===== src/rtl/core/avl_pkg.sv =====
`default_nettype none

package avl_pkg;

  // advance strobe and the valid bit of the beat that enters a unit
  typedef struct packed {
    logic en;
    logic vld;
  } pipe_ctrl_t;

  localparam logic [2:0] REG_MAX_SPEED  = 3'd0;
  localparam logic [2:0] REG_MAX_ACCEL  = 3'd1;
  localparam logic [2:0] REG_SLOW_RAD   = 3'd2;
  localparam logic [2:0] REG_MIN_SPEED  = 3'd3;
  localparam logic [2:0] REG_STOP_SPEED = 3'd4;

  localparam logic [2:0] MODE_ZERO    = 3'd0;
  localparam logic [2:0] MODE_BRAKE   = 3'd1;
  localparam logic [2:0] MODE_REACHED = 3'd2;
  localparam logic [2:0] MODE_ACCEL   = 3'd3;
  localparam logic [2:0] MODE_CLAMP   = 3'd4;

endpackage

`default_nettype wire


===== src/rtl/core/avl_div.sv =====
`default_nettype none

module avl_div
  import avl_pkg::*;
#(
  parameter int NW    = 38,
  parameter int DW    = 23,
  parameter int QW    = 16,
  parameter int LANES = 1,
  parameter int SW    = 1
) (
  input  logic                       clk_i,
  input  logic                       rst_ni,
  input  pipe_ctrl_t                 ctrl_i,
  input  logic [LANES-1:0][NW-1:0]   num_i,
  input  logic [LANES-1:0][DW-1:0]   den_i,
  input  logic [SW-1:0]              sb_i,
  output logic                       vld_o,
  output logic [LANES-1:0][QW-1:0]   quo_o,
  output logic [SW-1:0]              sb_o
);

  // the quotient must fit in QW bits: num < den * 2**QW
  logic                      vld_q [QW];
  logic [LANES-1:0][DW-1:0]  rem_q [QW];
  logic [LANES-1:0][QW-1:0]  nq_q  [QW];
  logic [LANES-1:0][DW-1:0]  den_q [QW];
  logic [SW-1:0]             sb_q  [QW];

  for (genvar g = 0; g < QW; g++) begin : g_stage
    logic                     vld_p;
    logic [SW-1:0]            sb_p;
    logic [LANES-1:0][DW-1:0] rem_p;
    logic [LANES-1:0][QW-1:0] nq_p;
    logic [LANES-1:0][DW-1:0] den_p;
    logic [LANES-1:0][DW-1:0] rem_d;
    logic [LANES-1:0][QW-1:0] nq_d;
    logic [LANES-1:0][DW:0]   cur;
    logic [LANES-1:0][DW:0]   sub;
    logic [LANES-1:0]         ge;

    if (g == 0) begin : g_first
      assign vld_p = ctrl_i.vld;
      assign sb_p  = sb_i;
      assign den_p = den_i;
      for (genvar l = 0; l < LANES; l++) begin : g_lane
        assign rem_p[l] = DW'(num_i[l] >> QW);
        assign nq_p[l]  = num_i[l][QW-1:0];
      end
    end else begin : g_next
      assign vld_p = vld_q[g-1];
      assign sb_p  = sb_q[g-1];
      assign den_p = den_q[g-1];
      assign rem_p = rem_q[g-1];
      assign nq_p  = nq_q[g-1];
    end

    always_comb begin
      for (int l = 0; l < LANES; l++) begin
        cur[l]   = {rem_p[l], nq_p[l][QW-1]};
        sub[l]   = cur[l] - {1'b0, den_p[l]};
        ge[l]    = cur[l] >= {1'b0, den_p[l]};
        rem_d[l] = ge[l] ? sub[l][DW-1:0] : cur[l][DW-1:0];
        nq_d[l]  = {nq_p[l][QW-2:0], ge[l]};
      end
    end

    always_ff @(posedge clk_i or negedge rst_ni) begin
      if (!rst_ni) begin
        vld_q[g] <= 1'b0;
      end else if (ctrl_i.en) begin
        vld_q[g] <= vld_p;
      end
    end

    always_ff @(posedge clk_i) begin
      if (ctrl_i.en) begin
        sb_q[g]  <= sb_p;
        den_q[g] <= den_p;
        rem_q[g] <= rem_d;
        nq_q[g]  <= nq_d;
      end
    end
  end

  assign vld_o = vld_q[QW-1];
  assign quo_o = nq_q[QW-1];
  assign sb_o  = sb_q[QW-1];

endmodule

`default_nettype wire


===== config.mk =====
export PLATFORM = sky130hd
export DESIGN_NAME = avl_div
export DESIGN_NICKNAME = d
export VERILOG_FILES = /design/src/rtl/core/avl_pkg.sv /design/src/rtl/core/avl_div.sv
export SDC_FILE = /design/constraint.sdc
export NUM_CORES = 2
export LEC_CHECK = 0
export BUFFER_PORTS_ARGS = -buffer_cell sky130_fd_sc_hd__buf_2
export CORE_AREA = 2 2 312 314
export CTS_CLUSTER_DIAMETER = 50
export DETAILED_ROUTE_END_ITERATION = 10
export DIE_AREA = 0 0 314 316
export PLACE_DENSITY = 0.69
export SETUP_SLACK_MARGIN = 0.15
export SLEW_MARGIN = 20
export SYNTH_ARGS = -nofsm -noshare
export SYNTH_HDL_FRONTEND = slang
export SYNTH_SLANG_ARGS = --single-unit

===== constraint.sdc =====
create_clock -name clk_i -period 8.66 [get_ports clk_i]
set_clock_uncertainty 0.15 [all_clocks]
set_input_delay 0.866 -clock clk_i [delete_from_list [all_inputs] [get_ports clk_i]]
set_output_delay 0.866 -clock clk_i [all_outputs]
set_load 0.005 [all_outputs]

==> metrics <==
status finished, final reports clean; H-tree lvl count 3; 1st-iter DRT viols 1949; cell area after layout 57200 sq um; clock power share 24.2%; Tmin final 4.21 ns; Net Count, Synth 4691; net switching power figure 0.00706 W; setup TNS 0 ns; post-synth design cell area 51200 sq um; RSZ-0062 raised after global routing false; Worst Hold Class in -> reg; Hold Vio Cnt, Final 0; gr usage total 19.6%; slowest CP cell nand3_2; I/O pins 84; Worst Setup Path Type reg -> reg; EDFF count, synth 962; num rows 114; critical path, cell by cell inv_1 -> ha_1 -> fa_1 -> nand2b_1 -> a21oi_1 -> o41ai_2 -> a31oi_1 -> a41o_1 -> o41a_1 -> o21ai_1 -> nand3_2 -> mux2_2; vias per inst 5.52; largest net degree at the start of global routing 191; fin crit share 48.7%; Die ar. 99200 sq um; post-CTS setup buffer count 0; Seq/Total Area, Yosys 57.2%; CTS Buf Count 119; critical path peak fanout 41; Worst Path Arrival 4.52 ns; cell family with most CP delay compound AO/OA/AOI/OAI gates; CTS resizes 0; gp weighted congestion 0.879; first-pass GRT wire length 157000 um; root buf cell clkbuf_16; combinational power share 39.5%; CTS tree built; Overflow after GRT 0; Starting Density 53.4%; # DRC 0; max-slew violations 0; Syn Area/Cell 12.1 sq um; synth top area cells edfxtp_1 56%, ha_1 9.0%, inv_1 3.4%, mux2_2 3.3%, a21oi_1 2.9%; Buf+Inv Stages, Crit Path 1; Nets 4841; Core ar. 96000 sq um; Yosys top cell by area edfxtp_1; Layout area overhead 11.7%; number of cells after detailed placement 5546; hold_sp num_i[9]; vias 31900; worst reg2reg setup slack 4.45 ns; Critical Path RT 8.96 ns; per-cell routed wire length 16.8 um; drt pass-1 iters 6; Worst VDD drop 0.000219 V; Synth top area share 56.4%; vias in the first global route 31300; Post-synth ARST share 1.64%; Synth Flop Type edfxtp_1; Critical Path End Type flop; Startpoint Class flop; sequential share of power 36.2%; most common cell after layout, fill and taps aside edfxtp_1; Relative slew margins 32.3%; Clk pin slew, worst setup/hold paths 0.06 ns; PwrDens 360 nW/um^2; post-synthesis register bit count 978; dpl hpwl 70100 um; hold path endpoint nq_q[0][10]$_DFFE_PP_; Reg-to-Reg Start nq_q[2][31]$_DFFE_PP_; Port Buffer Count 83; # setup viols final 0; Placement Cell Area 53200 sq um; initial antenna violation count 0; fin cells 5767; CP max stage delay 0.67 ns; Least-Margin Pin Slew 1.01 ns; Die X 314 um; Yosys cell types 86; Max Fclk 0.237 GHz; post-route ant nets 0; R2R Path End rem_q[3][4]$_DFFE_PP_; Hold Buf Count CTS 1; highest-count cells in the layout ignoring fill and taps 962 x edfxtp_1, 459 x inv_1, 368 x ha_1; Skew-Pair Late Insertion Delay 0.71 ns; layout cells sized above 1 10.8%; Post-Syn Instances 4242; TritonCTS Sinks 978; Worst Reg-to-Reg Cells 12; Max Buffers Root-to-Sink 3; die height 316 um; Sw Ratio 34.3%; Post-Route WL 97200 um; final hold slack 0.189 ns; Pleak 23.5 nW; Ys Warns 0; hold path depth 1; max-cap viol count 0; internal power 0.0135 W
[how the worst max path moves through the flow]
stage                          start                      to  slack (ns)  depth (start not counted)
2_1_floorplan              num_i[15]  rem_q[0][20]$_DFFE_PP_        4.91                         14
3_3_place_gp               num_i[15]  rem_q[0][20]$_DFFE_PP_        4.27                         15
5_1_grt        nq_q[2][31]$_DFFE_PP_   rem_q[3][4]$_DFFE_PP_        4.25                         12
3_5_place_dp               num_i[18]   rem_q[0][5]$_DFFE_PP_        4.26                         13
4_1_cts        nq_q[2][31]$_DFFE_PP_   rem_q[3][4]$_DFFE_PP_        4.44                         12
6_report       nq_q[2][31]$_DFFE_PP_   rem_q[3][4]$_DFFE_PP_        4.45                         12
[sequential cells by signal, summed over array words and instances, names as in the netlist]
signal	count
rem_q	345
vld_o	1
sb_q	16
nq_q	256
den_q	345
g_stage.vld_p	15
[area by class of cell]
| cell class | instances | area, sq um |
|---|---|---|
| clock inverters | 83 | 940 |
| multi-input cells | 2728 | 19900 |
| clock buffers | 136 | 3070 |
| fillers | 7564 | 38800 |
| well taps | 1276 | 1600 |
| diodes | 1 | 2.50 |
| inverters | 460 | 1730 |
| flip-flops and latches | 978 | 29300 |
| repair buffers | 105 | 656 |
[cell families after synthesis]
family                     after synthesis  share of synthesized area, %
buffers and inverters                  536                          4.07
muxes                                  180                          3.94
and+or+nand+nor                        854                          7.91
adders and majority gates              383                          9.57
DFF                                    978                          57.2
xor gates and xnor gates               273                          4.67
AOI/OAI and AO/OA                     1038                          12.7
[power by group through the flow]
stage	sequential [W]	clock, W	combinational, W
after floorplan	0.00725	0	0.00643
after global placement	0.00754	0	0.00787
after detailed placement	0.00755	0	0.00802
after CTS	0.00747	0.00511	0.00809
after global routing	0.00757	0.00529	0.00910
final	0.00745	0.00499	0.00813
[cells in the mapped netlist (5+ instances only)]
cell / instances
a2111oi_0: 11
a211o_1: 10
a211oi_1: 19
a21boi_0: 21
a21o_1: 157
a21oi_1: 296
a31o_2: 8
a31oi_1: 25
a41oi_1: 11
and2_1: 14
and3_1: 30
and4_1: 12
buf_2: 14
buf_6: 6
clkbuf_1: 52
dfrtp_1: 16
edfxtp_1: 962
fa_1: 15
ha_1: 368
inv_1: 459
mux2_1: 6
mux2_2: 152
mux2i_1: 18
nand2_1: 284
nand2b_1: 52
nand3_1: 54
nand4_1: 43
nor2_1: 206
nor2b_1: 53
nor3_1: 52
nor4_1: 10
o2111ai_1: 7
o211ai_1: 13
o21a_1: 45
o21ai_0: 286
o21ai_1: 16
o21bai_1: 24
o31a_1: 6
o31ai_1: 26
o41ai_1: 5
or2_2: 14
or3_1: 12
xnor2_1: 158
xor2_1: 115
[through the flow]
step,power [W],utilization (%),setup WS (ns)
2_1_floorplan,0.0137,-,4.91
3_3_place_gp,0.0154,55.4,4.27
3_5_place_dp,0.0156,55.4,4.26
4_1_cts,0.0207,59.6,4.44
5_1_grt,0.0220,59.6,4.25
6_report,0.0206,59.6,4.45
[metal layers]
layer,track usage (%),part of all wire (%),vias up
met5,0,0,-
met4,7.86,3.8,0
met3,2.83,3.6,229
met2,35.3,51,633
met1,23.8,42,15100
li1,-,-,15900
(Power assumes the default switching activity.)
