==> src/rtl/core/avl_pkg.sv <==
`default_nettype none

package avl_pkg;

  // advance strobe and the valid bit of the beat that enters a unit
  typedef struct packed {
    logic en;
    logic vld;
  } pipe_ctrl_t;

  localparam logic [2:0] REG_MAX_SPEED  = 3'd0;
  localparam logic [2:0] REG_MAX_ACCEL  = 3'd1;
  localparam logic [2:0] REG_SLOW_RAD   = 3'd2;
  localparam logic [2:0] REG_MIN_SPEED  = 3'd3;
  localparam logic [2:0] REG_STOP_SPEED = 3'd4;

  localparam logic [2:0] MODE_ZERO    = 3'd0;
  localparam logic [2:0] MODE_BRAKE   = 3'd1;
  localparam logic [2:0] MODE_REACHED = 3'd2;
  localparam logic [2:0] MODE_ACCEL   = 3'd3;
  localparam logic [2:0] MODE_CLAMP   = 3'd4;

endpackage

`default_nettype wire

==> src/rtl/core/avl_sqrt.sv <==
`default_nettype none

module avl_sqrt
  import avl_pkg::*;
#(
  parameter int IW    = 50,
  parameter int LANES = 1,
  parameter int SW    = 1
) (
  input  logic                         clk_i,
  input  logic                         rst_ni,
  input  pipe_ctrl_t                   ctrl_i,
  input  logic [LANES-1:0][IW-1:0]     rad_i,
  input  logic [SW-1:0]                sb_i,
  output logic                         vld_o,
  output logic [LANES-1:0][IW/2-1:0]   root_o,
  output logic [SW-1:0]                sb_o
);

  localparam int RW = IW / 2;

  logic                           vld_q  [RW];
  logic [LANES-1:0][IW-1:0]       rad_q  [RW];
  logic [LANES-1:0][RW+1:0]       rem_q  [RW];
  logic [LANES-1:0][RW-1:0]       root_q [RW];
  logic [SW-1:0]                  sb_q   [RW];

  // one root bit per stage, two radicand bits shifted in
  for (genvar g = 0; g < RW; g++) begin : g_stage
    logic                     vld_p;
    logic [SW-1:0]            sb_p;
    logic [LANES-1:0][IW-1:0] rad_p;
    logic [LANES-1:0][RW+1:0] rem_p;
    logic [LANES-1:0][RW-1:0] root_p;
    logic [LANES-1:0][IW-1:0] rad_d;
    logic [LANES-1:0][RW+1:0] rem_d;
    logic [LANES-1:0][RW-1:0] root_d;
    logic [LANES-1:0][RW+1:0] cur;
    logic [LANES-1:0][RW+1:0] trial;

    if (g == 0) begin : g_first
      assign vld_p  = ctrl_i.vld;
      assign sb_p   = sb_i;
      assign rad_p  = rad_i;
      assign rem_p  = '0;
      assign root_p = '0;
    end else begin : g_next
      assign vld_p  = vld_q[g-1];
      assign sb_p   = sb_q[g-1];
      assign rad_p  = rad_q[g-1];
      assign rem_p  = rem_q[g-1];
      assign root_p = root_q[g-1];
    end

    always_comb begin
      for (int l = 0; l < LANES; l++) begin
        cur[l]   = {rem_p[l][RW-1:0], rad_p[l][IW-1 -: 2]};
        trial[l] = {root_p[l], 2'b01};
        rad_d[l] = {rad_p[l][IW-3:0], 2'b00};
        if (cur[l] >= trial[l]) begin
          rem_d[l]  = cur[l] - trial[l];
          root_d[l] = {root_p[l][RW-2:0], 1'b1};
        end else begin
          rem_d[l]  = cur[l];
          root_d[l] = {root_p[l][RW-2:0], 1'b0};
        end
      end
    end

    always_ff @(posedge clk_i or negedge rst_ni) begin
      if (!rst_ni) begin
        vld_q[g] <= 1'b0;
      end else if (ctrl_i.en) begin
        vld_q[g] <= vld_p;
      end
    end

    always_ff @(posedge clk_i) begin
      if (ctrl_i.en) begin
        sb_q[g]   <= sb_p;
        rad_q[g]  <= rad_d;
        rem_q[g]  <= rem_d;
        root_q[g] <= root_d;
      end
    end
  end

  assign vld_o  = vld_q[RW-1];
  assign root_o = root_q[RW-1];
  assign sb_o   = sb_q[RW-1];

endmodule

`default_nettype wire

==> config.mk <==
export PLATFORM = sky130hd
export DESIGN_NAME = avl_sqrt
export DESIGN_NICKNAME = d
export VERILOG_FILES = /design/src/rtl/core/avl_pkg.sv /design/src/rtl/core/avl_sqrt.sv
export SDC_FILE = /design/constraint.sdc
export NUM_CORES = 2
export LEC_CHECK = 0
export ABC_AREA = 0
export BUFFER_PORTS_ARGS = -buffer_cell sky130_fd_sc_hd__buf_2
export CAP_MARGIN = 20
export CORE_MARGIN = 4
export CORE_UTILIZATION = 40
export DETAILED_ROUTE_END_ITERATION = 10
export GPL_TIMING_DRIVEN = 0
export PLACE_DENSITY = 0.58
export SLEW_MARGIN = 0
export SYNTH_ARGS = -nofsm -noshare
export SYNTH_HDL_FRONTEND = slang
export SYNTH_SLANG_ARGS = --single-unit
==> constraint.sdc <==
create_clock -name clk_i -period 8.81 [get_ports clk_i]
set_input_delay 1.762 -clock clk_i [delete_from_list [all_inputs] [get_ports clk_i]]
set_output_delay 1.762 -clock clk_i [all_outputs]
set_load 0.03 [all_outputs]
==> impl_summary.txt <==
----------------------------------------------------
[CTS]
  Total clock sinks ... between 1.5k and 2k
  Total CTS buffers ... between 150 and 200
  Number of buffers on the longest clock path ... 3
  Number of buffers inserted to repair setup after CTS ... 0
  Number of levels in the clock H-tree ... 4
  CTS tree ... built
  Worst-Skew Late Latency ... approximately 0.81 ns
  CTS hold repair buffers ... 0
  Clock Pin Slew Worst Setup and Hold Paths ... approximately 0.06 ns
  Root buffer selected by CTS ... sky130_fd_sc_hd__clkbuf_16
  Gates resized, CTS repair ... 0

[Logic synthesis]
  Flop and latch count out of synthesis ... between 1.5k and 2k
  Post-synthesis sequential area ratio ... 0.657
  Post-synthesis average cell area ... approximately 13 sq um
  Net Count, Synth ... between 5k and 6k
  Synthesized instance count ... between 5k and 6k
  Total number of yosys warnings ... 0
  Number of enable-type register cells in the synthesized netlist ... approximately 1.5k
  Primary flip-flop cell chosen by synthesis mapping ... sky130_fd_sc_hd__edfxtp_1
  Cell area after technology mapping ... between 0.07 and 0.08 sq mm
  Synth async-reset ratio ... 0.0162
  Number of unique standard cell types used by synthesis ... 80

[STA]
  Number of failing hold endpoints at the final stage ... 0
  Setup Total Neg Slack ... 0 ns
  Setup-failing EPs final ... 0
  Slew Viols, Final ... 0
  Post-route setup slack ... 4.01 ns
  Top achievable clock speed ... 208 MHz
  Setup repair after global routing missed its margin ... no
  Pin slew with the least headroom to its limit ... 1.02 ns
  Worst-case clock skew ... ~0.034 ns
  Period Utilization, post-route ... 0.545
  Post-layout min period ... approximately 4.8 ns
  Worst slew margin ... 0.321

[Critical path]
  Peak fanout along the critical path ... 10
  Reg-to-reg slack, setup ... 4.01 ns
  Depth of the worst register-to-register path ... 14
  Critical Path Most Common Cell ... sky130_fd_sc_hd__clkbuf_1
  Crit Path Category ... flip-flop to flip-flop
  CP Data Required Time ... slightly above 9 ns
  Critical Path End ... rem_q[2][177]$_DFFE_PP_
  Cell breakdown of the critical path ... inv_1, ha_1, clkbuf_1, and3_1, nand2_1, or3_1, o22ai_1, a211oi_1, o21ai_0, a41o_1, clkbuf_1, clkbuf_1, clkbuf_1, a21oi_1
  Arrival time reported for the critical path endpoint ... between 5 and 6 ns
  Critical path's largest stage delay ... between 0.5 and 0.6 ns
  First element of the critical path ... root_q[5][34]$_DFFE_PP_
  Nature of the critical path startpoint ... flip-flop
  Worst R2R End ... rem_q[2][177]$_DFFE_PP_
  Cell type of the slowest stage on the worst timing path ... sky130_fd_sc_hd__clkbuf_1
  Reg-to-Reg Start ... root_q[5][34]$_DFFE_PP_
  Sort of element at the end of the critical path ... flip-flop

[Final layout]
  ANT cells ... 0
  Share of final-layout standard cells stronger than drive strength 1 ... 0.0804
  Layout net count ... between 5k and 6k
  Post-Layout Inst Area ... 0.0793 sq mm
  Layout area overhead ... 12.9%
  Non-Filler Instances ... about 8k

[Pwr]
  PwrDens ... approximately 260 mW/mm^2
  Switching power total ... roughly 5.6 mW
  Clock network fraction of total power ... 0.337
  Leakage ... about 30 nW
  Flop pwr share ... 0.478
  Worst IR drop on VDD ... ~0.17 mV
  Cell Int Power ... ~15 mW
  Tot Pwr ... 20.5 mW
  Combinational group share of total power ... 0.185
  Share of total power consumed by net switching ... 0.273

[Placement]
  Setup Slack @ Placement ... 4.08 ns
  Instance area at placement ... 0.0739 sq mm
  Placed Cells incl. Taps ... 7710
  HPWL after detailed placement ... roughly 96 mm
  Gp weighted congestion ... ~0.88
  Input/output buffers ... 81

[Hold path]
  Worst hold path stage count ... 0
  Path category of the worst min-delay check ... flip-flop to flip-flop

[Global routing]
  Pin count of the biggest net entering global routing ... 178
  Residual overflow from global routing ... 0
  Initial antenna violation count ... 0
  Global-route wire length before repair ... 216 mm
  Overall routing resource usage ... 0.148
  Vias in the first global route ... about 40k

[Floorplan]
  Die boundary height ... between 400 and 500 um
  Full die area ... 0.182 sq mm
  Area of the core ... approximately 0.17 sq mm
  Boundary Pins ... slightly above 80
  Std-Cell Rows ... about 150
  Die X ... 427 um
  Initial core utilization ... 0.403

[Outcome]
  Run status ... complete, no violations

[Routing]
  Routed length per placed instance ... 16.9 um
  Via count ... 40.5k
  Final routed DRC violation total ... 0
  ANT nets after route ... 0
  DR vias/cell ... ~5.1
  DRT iter0 DRCs ... between 2k and 3k
  Routed wire length ... between 100 and 150 mm
  Detailed Routing Iterations Pass 1 ... 6

[Flow run]
  # Max-Cap Violations ... 0

----------------------------------------------------
[metrics by stage]
step / util / hold slack (ns)
2_1_floorplan: - / 0.400
3_3_place_gp: 0.422 / 0.400
3_5_place_dp: 0.424 / 0.405
4_1_cts: 0.455 / 0.412
5_1_grt: 0.455 / 0.408
6_report: 0.455 / 0.405
[cells by family (layout without fill, tap and decap cells)]
kind of cell / count (synthesis) / in the layout / synth area share
other: 1 / 1 / 0.0000534
AO/OA/AOI/OAI: 1028 / 1028 / 0.0906
buffers and inverters: 515 / 918 / 0.0276
XOR/XNOR: 451 / 451 / 0.0562
flip-flops: 1542 / 1542 / 0.657
adder cells (fa/ha/maj): 351 / 351 / 0.0625
AND/OR/NAND/NOR: 1323 / 1323 / 0.0931
multiplexers: 81 / 81 / 0.0128
[metal layers]
metal | global-route usage | vias up | share of wire
met4 | 0.0535 | 0 | 0.031
met3 | 0.0247 | 257 | 0.037
met5 | 0 | - | 0
met1 | 0.200 | 19500 | 0.46
li1 | - | 20100 | -
met2 | 0.241 | 660 | 0.47
[sequential cells by signal (all words and copies together), names as in the netlist]
signal / cells
root_q: 325
g_stage.vld_p: 24
sb_q: 25
vld_o: 1
rem_q: 567
rad_q: 600
[synthesized netlist by cell type (all sizes together), types with 21 or more instances]
master  count  area [sq um]
o21bai     23           173
nor4       56           357
o211ai     23           173
a21oi     296          1480
nor2      309          1160
nand3      71           355
or3        53           343
nand4      54           338
dfrtp      25           626
ha        351          4390
nor3      140           701
o31ai      37           278
a21o      142          1070
clkbuf     79           297
o21ai     276          1380
xnor2     225          1970
inv       429          1610
a31oi      34           213
nand2b     72           458
edfxtp   1517         45600
a211oi     21           158
xor2      226          1980
or4        32           248
mux2       72           811
nor2b      60           375
nand2     355          1330
o21a       72           541
and3       35           219
or2        28           175
[critical path, delay by kind of cell, from the launching register on]
family / cells / cell delay, ns
flip-flops: 1 / 0.40
buffers and inverters: 5 / 1.92
AND/OR/NAND/NOR: 3 / 0.72
adder cells (fa/ha/maj): 1 / 0.26
AO/OA/AOI/OAI: 5 / 1.19
[power groups by stage]
stage	clock (mW)	combinational (mW)	sequential (mW)
after floorplan	0	2.80	9.73
after global placement	0	3.72	10.3
after detailed placement	0	3.76	9.96
after CTS	7.16	3.79	9.82
after global routing	7.46	4.26	9.90
final	6.90	3.79	9.81
[cells in the final DEF (no fill, tap or decap), types with 126 or more instances in the layout]
| master | instances |
|---|---|
| sky130_fd_sc_hd__edfxtp_1 | 1517 |
| sky130_fd_sc_hd__clkbuf_16 | 173 |
| sky130_fd_sc_hd__xor2_1 | 226 |
| sky130_fd_sc_hd__nor3_1 | 140 |
| sky130_fd_sc_hd__o21ai_0 | 275 |
| sky130_fd_sc_hd__nand2_1 | 355 |
| sky130_fd_sc_hd__a21o_1 | 142 |
| sky130_fd_sc_hd__clkbuf_1 | 126 |
| sky130_fd_sc_hd__xnor2_1 | 225 |
| sky130_fd_sc_hd__nor2_1 | 309 |
| sky130_fd_sc_hd__ha_1 | 351 |
| sky130_fd_sc_hd__inv_1 | 428 |
| sky130_fd_sc_hd__a21oi_1 | 296 |
[cell type report]
| cell class | instances | area, sq um |
|---|---|---|
| clock inverter | 87 | 895 |
| tap | 2325 | 2910 |
| timing repair buffer | 93 | 706 |
| inverter | 430 | 1610 |
| clock buffer | 223 | 4550 |
| multi-input combinational | 3235 | 22200 |
| sequential | 1542 | 46200 |
| buffer | 85 | 323 |
| fill | 15600 | 94900 |
[worst min-delay path by stage]
stage	end	startpoint
after floorplan	rad_q[0][100]$_DFFE_PP_	rad_q[0][50]$_DFFE_PP_
after global placement	rad_q[0][331]$_DFFE_PP_	rad_q[0][281]$_DFFE_PP_
after detailed placement	rad_q[0][101]$_DFFE_PP_	rad_q[0][51]$_DFFE_PP_
after CTS	rad_q[2][94]$_DFFE_PP_	rad_q[2][44]$_DFFE_PP_
after global routing	rad_q[2][94]$_DFFE_PP_	rad_q[2][44]$_DFFE_PP_
final	rad_q[0][125]$_DFFE_PP_	rad_q[0][75]$_DFFE_PP_
No activity file was read; power rests on OpenSTA's default activity.
